### src/rtl/core/spline_scatter_resampler_macros.svh
// ----------------------------------------------------------------------------
// spline scatter resampler assertion macros
// shared concurrent assertion helpers, clocked on clk_i and quiet in reset
// ----------------------------------------------------------------------------
`ifndef SPLINE_SCATTER_RESAMPLER_MACROS_SVH
`define SPLINE_SCATTER_RESAMPLER_MACROS_SVH

// property must hold at every clock edge out of reset
`define SSR_ASSERT(lbl, prop, msg) \
  lbl: assert property (@(posedge clk_i) disable iff (!rst_ni) prop) else $error(msg);

// condition must never be seen
`define SSR_ASSERT_NEVER(lbl, cond, msg) `SSR_ASSERT(lbl, !(cond), msg)

`endif

### src/rtl/core/ssr_pkg.sv
// ----------------------------------------------------------------------------
// ssr_pkg
// types and constants shared by the spline scatter resampler modules
// ----------------------------------------------------------------------------
`default_nettype none

package ssr_pkg;

  localparam int unsigned IN_SIZE_DEF  = 256;
  localparam int unsigned OUT_BINS_DEF = 64;
  localparam int unsigned QUEUE_DEPTH  = 4;
  localparam int unsigned QPTR_W       = $clog2(QUEUE_DEPTH);
  localparam int unsigned QCNT_W       = $clog2(QUEUE_DEPTH + 1);

  localparam int unsigned BIN_W  = 6;
  localparam int unsigned POS_W  = 8;
  localparam int unsigned WGT_W  = 16;
  localparam int unsigned SMP_W  = 16;
  localparam int unsigned VAL_W  = 32;
  localparam int unsigned CFG_W  = 7;
  localparam int unsigned ACC_W  = 40;
  localparam int unsigned PROD_W = 33;
  localparam int unsigned SHIFT  = 15;

  localparam logic [CFG_W-1:0] BINS_RESET = 7'd64;

  typedef enum logic [0:0] {
    CFG_BINS_IN_USE = 1'b0,
    CFG_WRAP_MODE   = 1'b1
  } cfg_idx_e;

  typedef enum logic [0:0] {
    KIND_LOAD   = 1'b0,
    KIND_SAMPLE = 1'b1
  } kind_e;

  typedef enum logic [2:0] {
    ST_IDLE,
    ST_LO_RD,
    ST_LO_WR,
    ST_HI_RD,
    ST_HI_WR,
    ST_EMIT
  } back_state_e;

  typedef struct packed {
    logic [BIN_W-1:0] bin;
    logic [WGT_W-1:0] wlo;
    logic [WGT_W-1:0] whi;
  } map_t;

  typedef struct packed {
    logic             lo_en;
    logic             hi_en;
    logic [BIN_W-1:0] b0;
    logic [BIN_W-1:0] b1;
    logic [WGT_W-1:0] wlo;
    logic [WGT_W-1:0] whi;
    logic [SMP_W-1:0] sample;
    logic             last;
  } cmd_t;

  typedef struct packed {
    logic              empty;
    logic [QCNT_W-1:0] count;
  } q_stat_t;

endpackage

`default_nettype wire

### src/rtl/core/ssr_queue.sv
// ----------------------------------------------------------------------------
// ssr_queue
// short command queue between the front and back units
// ----------------------------------------------------------------------------
`default_nettype none

module ssr_queue (
  input  logic            clk_i,
  input  logic            rst_ni,
  input  logic            push_i,
  input  ssr_pkg::cmd_t   wdata_i,
  input  logic            pop_i,
  output ssr_pkg::cmd_t   rdata_o,
  output ssr_pkg::q_stat_t stat_o
);
  import ssr_pkg::*;

  `include "spline_scatter_resampler_macros.svh"

  cmd_t              mem_q [QUEUE_DEPTH];
  logic [QPTR_W-1:0] wptr_q, wptr_d;
  logic [QPTR_W-1:0] rptr_q, rptr_d;
  logic [QCNT_W-1:0] count_q, count_d;

  always_comb begin
    wptr_d  = wptr_q;
    rptr_d  = rptr_q;
    count_d = count_q;
    if (push_i) begin
      wptr_d = (wptr_q == QPTR_W'(QUEUE_DEPTH - 1)) ? '0 : wptr_q + 1'b1;
    end
    if (pop_i) begin
      rptr_d = (rptr_q == QPTR_W'(QUEUE_DEPTH - 1)) ? '0 : rptr_q + 1'b1;
    end
    if (push_i && !pop_i) begin
      count_d = count_q + 1'b1;
    end else if (pop_i && !push_i) begin
      count_d = count_q - 1'b1;
    end
  end

  always_ff @(posedge clk_i or negedge rst_ni) begin
    if (!rst_ni) begin
      wptr_q  <= '0;
      rptr_q  <= '0;
      count_q <= '0;
    end else begin
      wptr_q  <= wptr_d;
      rptr_q  <= rptr_d;
      count_q <= count_d;
    end
  end

  always_ff @(posedge clk_i) begin
    if (push_i) begin
      mem_q[wptr_q] <= wdata_i;
    end
  end

  assign rdata_o      = mem_q[rptr_q];
  assign stat_o.empty = (count_q == '0);
  assign stat_o.count = count_q;

  `SSR_ASSERT_NEVER(a_no_push_full, push_i && !pop_i && (count_q == QCNT_W'(QUEUE_DEPTH)), "push into full queue")
  `SSR_ASSERT_NEVER(a_no_pop_empty, pop_i && (count_q == '0), "pop from empty queue")

endmodule

`default_nettype wire

### config.mk
export PLATFORM = sky130hd
export DESIGN_NAME = ssr_queue
export DESIGN_NICKNAME = d
export VERILOG_FILES = /design/src/rtl/core/ssr_pkg.sv /design/src/rtl/core/ssr_queue.sv
export VERILOG_INCLUDE_DIRS = /design/src /design/src/rtl/core
export SDC_FILE = /design/constraint.sdc
export NUM_CORES = 1
export LEC_CHECK = 0
export ABC_AREA = 1
export BUFFER_PORTS_ARGS = -buffer_cell sky130_fd_sc_hd__buf_2
export CAP_MARGIN = 10
export CELL_PAD_IN_SITES_DETAIL_PLACEMENT = 1
export CELL_PAD_IN_SITES_GLOBAL_PLACEMENT = 1
export CORE_ASPECT_RATIO = 0.8
export CORE_UTILIZATION = 35
export DETAILED_ROUTE_END_ITERATION = 12
export HOLD_SLACK_MARGIN = 0.06
export PLACE_DENSITY = 0.65
export RECOVER_POWER = 50
export SYNTH_ARGS = -nofsm -noshare
export SYNTH_HDL_FRONTEND = slang
export SYNTH_SLANG_ARGS = --single-unit
### constraint.sdc
create_clock -name clk_i -period 4.15 [get_ports clk_i]
set_clock_uncertainty 0.05 [all_clocks]
set_input_delay 0.415 -clock clk_i [delete_from_list [all_inputs] [get_ports clk_i]]
set_output_delay 0.415 -clock clk_i [all_outputs]
set_load 0.05 [all_outputs]
==> results of run 1 <==
-- metal layers --
| metal | vias up | global-route usage [%] | routed length, um |
|---|---|---|---|
| li1 | 3108 | - | - |
| met2 | 114 | 24.46 | 10950 |
| met4 | 0 | 2.880 | 396 |
| met5 | - | 0 | 0 |
| met1 | 3154 | 21.06 | 11540 |
| met3 | 37 | 2.902 | 830 |
-- worst min path at each step --
stage / start / to / slack (ps) / cells after the start
floorplan: rst_ni / count_q[0] / 70 / 0
global placement: rst_ni / count_q[0] / 220 / 1
detailed placement: rst_ni / wptr_q[0] / 220 / 1
CTS: wdata_i[6] / mem_q[3][6] / 60 / 1
global route: push_i / wptr_q[1] / 150 / 2
finish: push_i / wptr_q[0] / 150 / 2
-- flip-flops by register name, indices dropped and copies added, names as in the netlist --
register and cells:
count_q 3, mem_q 252, rptr_q 2, wptr_q 2
-- worst register-to-register path, cell delays in order (launching register included) --
cell        delay [ps]
dfrtp_1            390
inv_1              100
ha_1               200
nand2_1             70
clkinvlp_2        1030
buf_4              750
-- what timing repair did --
action	in CTS	in global routing
hold endpoints to repair	223	0
resized for setup	0	0
hold buffers	56	0
-- stage by stage --
stage | area [um^2] | instances | setup slack, ps | hold WS (ps)
final | 13360 | 1409 | 876.6 | 150.7
after global placement | 12030 | 1302 | 1426 | 216.6
after detailed placement | 12030 | 1302 | 1385 | 215.1
after floorplan | 11050 | 785 | 1792 | 69.41
after global routing | 13360 | 1409 | 689.7 | 150.6
after CTS | 13440 | 1408 | 796.2 | 62.34
-- area by class of cell --
type	instances	area [um^2]	area share [%]
flip-flops and latches	259	7746	58.00
inverters	139	536.8	4.019
repair buffers	200	1249	9.350
clock buffers	37	753.2	5.640
clock inverters	13	96.34	0.7214
diodes	1	2.502	0.01874
multi-input cells	347	2455	18.38
well taps	413	516.7	3.869
-- logic make-up (layout without fill, tap and decap cells) --
logic type      Yosys count  after routing  synth area share [%]
other cells               0              1                     0
buf+inv                 179            389                 7.743
xor+xnor                  1              1               0.07925
fa+ha+maj                 7              7                0.8603
flops                   259            259                 70.05
simple gates            209            209                 7.143
compound gates          130            130                 14.13
-- where the power goes --
| group | switching [mW] | internal [mW] | leakage (nW) |
|---|---|---|---|
| registers | 0.234 | 3.37 | 2.40 |
| logic | 3.20 | 1.00 | 2.32 |
| clock network | 0.995 | 1.33 | 0.410 |
-- layout by cell type, fill, tap and decap left out --
master and instances:
nand2_1 204, inv_6 1, buf_4 9, inv_8 1, ha_1 6, fa_1 1
dlygate4sd3_1 56, diode_2 1, nor2_1 2, clkinv_1 52, o211ai_1 7, buf_2 65
dfrtp_4 1, edfxtp_1 252, xnor2_1 1, clkinvlp_4 3, clkinv_2 7, o21ai_1 2
nand4_1 1, dfrtp_1 6, clkbuf_1 74, buf_12 2, clkbuf_8 4, clkbuf_16 27
nor3_1 1, inv_4 1, o211ai_2 119, o21ai_0 2, inv_2 4, bufinv_16 1
nand3_1 1, clkinvlp_2 1, inv_1 81
==> metrics.yaml, run 1 <==
cts.path.max_buffers: 3
cp.depth: 5
ys.flop_type: "edfxtp_1"
setup_violations: 0
ys_seq_area_share_pct: 70.05
avgSynthCellArea_um2: 14.08
netlist_instances: 785
crit_fanout: 38
yosysTopAreaCell: "edfxtp_1"
slew_viol_final: 0
required_ps: 3680
r2r_setup_slack_ps: 1210
synth_top_area_share_pct: 68.46
numCtsBuffers: 27
worst_pin_slew_ps: 1359
ys_top_cells_by_area: "edfxtp_1 (68%), o211ai_2 (13%), nand2_1 (6.9%)"
insertion_delay_ps: 540
r2r_end: "mem_q[0][18]"
synth_nets: 859
start_util_pct: 35.96
fin_util_pct: 43.45
detailed_place_hpwl_um: 14390
gp_congestion: 0.7531
clkSinkCount: 259
viasPerCell: 4.551
max_freq_ghz: 0.3055
cts_root_buf: "clkbuf_16"
synth_edf_count: 252
cts_tree: "built"
ys_async_sr_fraction_pct: 2.703
overflow: 0
finalWirelength_um: 23720
rows: 57
ir_worst_vdd_mv: 0.5926
grt_pass1_wl_um: 38310
h-tree-depth: 1
clkTransAtPathRegs_ps: 60
hold_viol: 0
hold_path_class: "input port to flop"
pin_count: 134
grt_pass1_vias: 6817
syn2layout_area_growth_pct: 20.83
drive_above_1_share_pct: 24.72
n_fill_cell: 3232
cap_viol_max_count: 0
drt_iter0_markers: 334
die_h_um: 160.9
post-route-period-util_pct: 78.88
startpoint: "rptr_q[1]"
max_stage_delay_ps: 740
leakage_nw: 5.132
post_cts_buffers: 0
cp.arrival_ps: 2810
fp.dieArea_mm2: 0.03230
p_per_area_mw_per_mm2: 758.5
min_period_ps: 3273
firstDrtPassIters: 4
crit_slowest_cell: "dfrtp_4"
critPathCapture: "rdata_o[11]"
fin_nets: 1048
grt_setup_unrepaired: "false"
crit_chain: "inv_4 > buf_4 > o211ai_2 > nand2_1 > buf_2"
crit_type: "flop to output port"
outcome: "finished clean"
synth_warnings: 0
path_buf_inv: 3
reg2reg_from: "wptr_q[0]"
chipWidth_um: 200.7
ys_types: 21
synth_common_cells: "edfxtp_1 (252), nand2_1 (204), o211ai_2 (119), inv_1 (85), clkinv_1 (48)"
wl_per_cell_um: 16.83
drtAntennaViolNets: 0
critPathTopFamily: "buffers and inverters"
fin_setup_tns_ps: 0
coreArea_mm2: 0.03074
grt_max_degree: 78
total_power_mw: 10.13
netlist_area_mm2: 0.01105
crit_path_end_kind: "output port"
critPathLaunchType: "flop"
synth_seq_cells: 259
rr_worst_depth: 5
remaining_drc_errors: 0
slew_headroom_pct: 8.887
grt_usage_pct: 15.04
antenna_found_initial: 1
vias: 6413
yosysMostFrequentCell: "edfxtp_1"
io_buffer_count: 133
(Power assumes the default switching activity.)
==> run 2: changes to the inputs <==
ABC_AREA = 0   (was 1)
clock period = 2.7 ns   (was 4.15 ns; I/O delays follow)
==> run 2 against run 1 <==
Sequential power rose by 49%. Final area fell by 9.6%. Synthesized area fell by 14%. Die area fell by 14%. Sequential cell count did not move. Cell count fell by 32%. Clock power rose by 48%. First-iteration DRC count fell by 41%. Clock-buffer cell count fell by 6. Non-clock buffer count rose by 8. Critical path type unchanged. Critical endpoint is now rdata_o[16].
==> metrics.yaml, run 2 <==
seqPwrFrac_pct: 37.5
post-route-period-util_pct: 89.96
slew_headroom_pct: 35.45
drt_iter0_markers: 196
synth_warnings: 0
intPower_mw: 8.849
setup_violations: 0
yosysMostFrequentCell: "edfxtp_1"
min_period_ps: 2429
drive_above_1_share_pct: 30.36
leakage_nw: 4.010
largest_reg_flops: 252
p_sw_share_pct: 38.03
hold_viol: 0
power_frac_comb_pct: 38.3
crit_path_end_kind: "output port"
post_cts_resized: 0
cts_root_buf: "clkbuf_16"
crit_fanout: 39
crit_type: "flop to output port"
grt_pass1_wl_um: 29740
p_per_area_mw_per_mm2: 1183
holdWs_ps: 466.8
pin_count: 134
layout_common_cells: "edfxtp_1 (252), clkbuf_1 (71), dlygate4sd3_1 (67)"
ys.flop_type: "edfxtp_1"
avgSynthCellArea_um2: 26.03
vias: 4564
syn2layout_area_growth_pct: 27.08
rows: 53
max_freq_ghz: 0.4117
detailed_place_hpwl_um: 11370
clkTransAtPathRegs_ps: 60
worst_pin_slew_ps: 968.3
n_fill_cell: 2438
regMostFlops: "mem_q"
overflow: 0
remaining_drc_errors: 0
viasPerCell: 4.734
start_util_pct: 35.91
hold_path_class: "flop to flop"
die_h_um: 149.4
final_common_cell: "edfxtp_1"
ir_worst_vdd_mv: 0.7938
wl_per_cell_um: 20.22
synth_top_area_share_pct: 79.65
stdcell_count: 964
place_ws_ps: 756.0
ys_async_sr_fraction_pct: 2.703
cts.path.max_buffers: 3
synth_seq_cells: 259
synth_nets: 439
ys_top_cells_by_area: "edfxtp_1 (80%), mux4_2 (15%), dfrtp_1 (1.8%)"
critPathLaunchType: "flop"
synth_common_cells: "edfxtp_1 (252), mux4_2 (63), buf_2 (7), dfrtp_1 (7)"
h-tree-depth: 1
chipWidth_um: 186.2
drtAntennaViolNets: 0
clkSinkCount: 259
fin_nets: 661
cp.arrival_ps: 2110
grt_pass1_vias: 5184
pwr-share-clk_pct: 24.2
finalWirelength_um: 19490
total_power_mw: 14.28
reg_top3: "mem_q (252), count_q (3)"
coreArea_mm2: 0.02646
numCtsBuffers: 26
outcome: "finished clean"
ys_types: 17
gp_congestion: 0.7103
fp.dieArea_mm2: 0.02781
timing.final.ws_setup_ps: 271.0
switching_power_mw: 5.430
firstDrtPassIters: 4
insertion_delay_ps: 510
antenna_found_initial: 1
io_buffer_count: 133
dp_cells: 849
netlist_instances: 365
grt_max_degree: 40
grt_usage_pct: 14.38
cap_viol_max_count: 0
grt_setup_unrepaired: "false"
ys_seq_area_share_pct: 81.50
cts_tree: "built"
yosysTopAreaCell: "edfxtp_1"
required_ps: 2380
netlist_area_mm2: 0.009500
synth_edf_count: 252
slew_viol_final: 0
fin_setup_tns_ps: 0
## run 2: metrics by stage
step | instance area [um^2] | util [%]
after detailed placement | 10670 | 40.32
after global routing | 12070 | 45.63
final | 12070 | 45.63
after floorplan | 9500 | -
after global placement | 10670 | 40.32
after CTS | 12160 | 45.95
## run 2: worst max-delay path: stages (launching register included)
cell,delay (ps)
dfrtp_4,440
buf_12,310
mux4_2,570
buf_2,230
## run 2: repair_timing
action | in CTS | in global routing
setup endpoints to repair | 0 | 0
hold buffers | 67 | 0
buffers inserted | 0 | 0
hold endpoints to repair | 263 | 0
## run 2: power groups by stage
stage	combinational, mW	clock, mW	sequential (mW)
after floorplan	4.20	0	5.47
after detailed placement	5.51	0	5.45
after global placement	5.47	0	5.38
after global routing	5.79	3.69	5.41
final	5.47	3.45	5.35
after CTS	5.61	3.55	5.36
## run 2: logic make-up (layout without fill, tap and decap cells)
group	after synthesis	after routing	synth area share (%)
flip-flops	259	259	81.50
XOR/XNOR	3	3	0.2766
multiplexers	66	66	15.29
AO/OA/AOI/OAI	2	2	0.1054
other	0	1	0
adder cells (fa/ha/maj)	7	7	1.001
buffers and inverters	18	259	1.317
AND/OR/NAND/NOR	10	10	0.5136
## run 2: metal layers
layer	up-vias	part of all wire [%]	GRT usage, %
met2	117	50	24.76
met4	0	2.3	4.303
met3	37	4.8	3.027
met1	2400	43	18.25
li1	2010	-	-
met5	-	0	0
## run 2: cell type report
type / count / area (um^2) / area share (%)
flip-flops and latches: 259 / 7750 / 64.19
multi-input cells: 88 / 1640 / 13.59
repair buffers: 208 / 1400 / 11.60
clock buffers: 31 / 690.7 / 5.721
well taps: 357 / 446.7 / 3.700
clock inverters: 16 / 127.6 / 1.057
inverters: 4 / 15.01 / 0.1244
diodes: 1 / 2.502 / 0.02073
## run 2: path summary, 6_finish.rpt
path / start / end / slack, ps / cells past startpoint
min reg2reg: count_q[2] / count_q[2] / 470 / 1
min: count_q[2] / count_q[2] / 470 / 1
max: rptr_q[0] / rdata_o[16] / 270 / 3
min in group asynchronous: rst_ni / count_q[0] / 680 / 3
max reg2reg: wptr_q[0] / mem_q[3][15] / 580 / 3
max in group asynchronous: rst_ni / rptr_q[1] / 1610 / 3
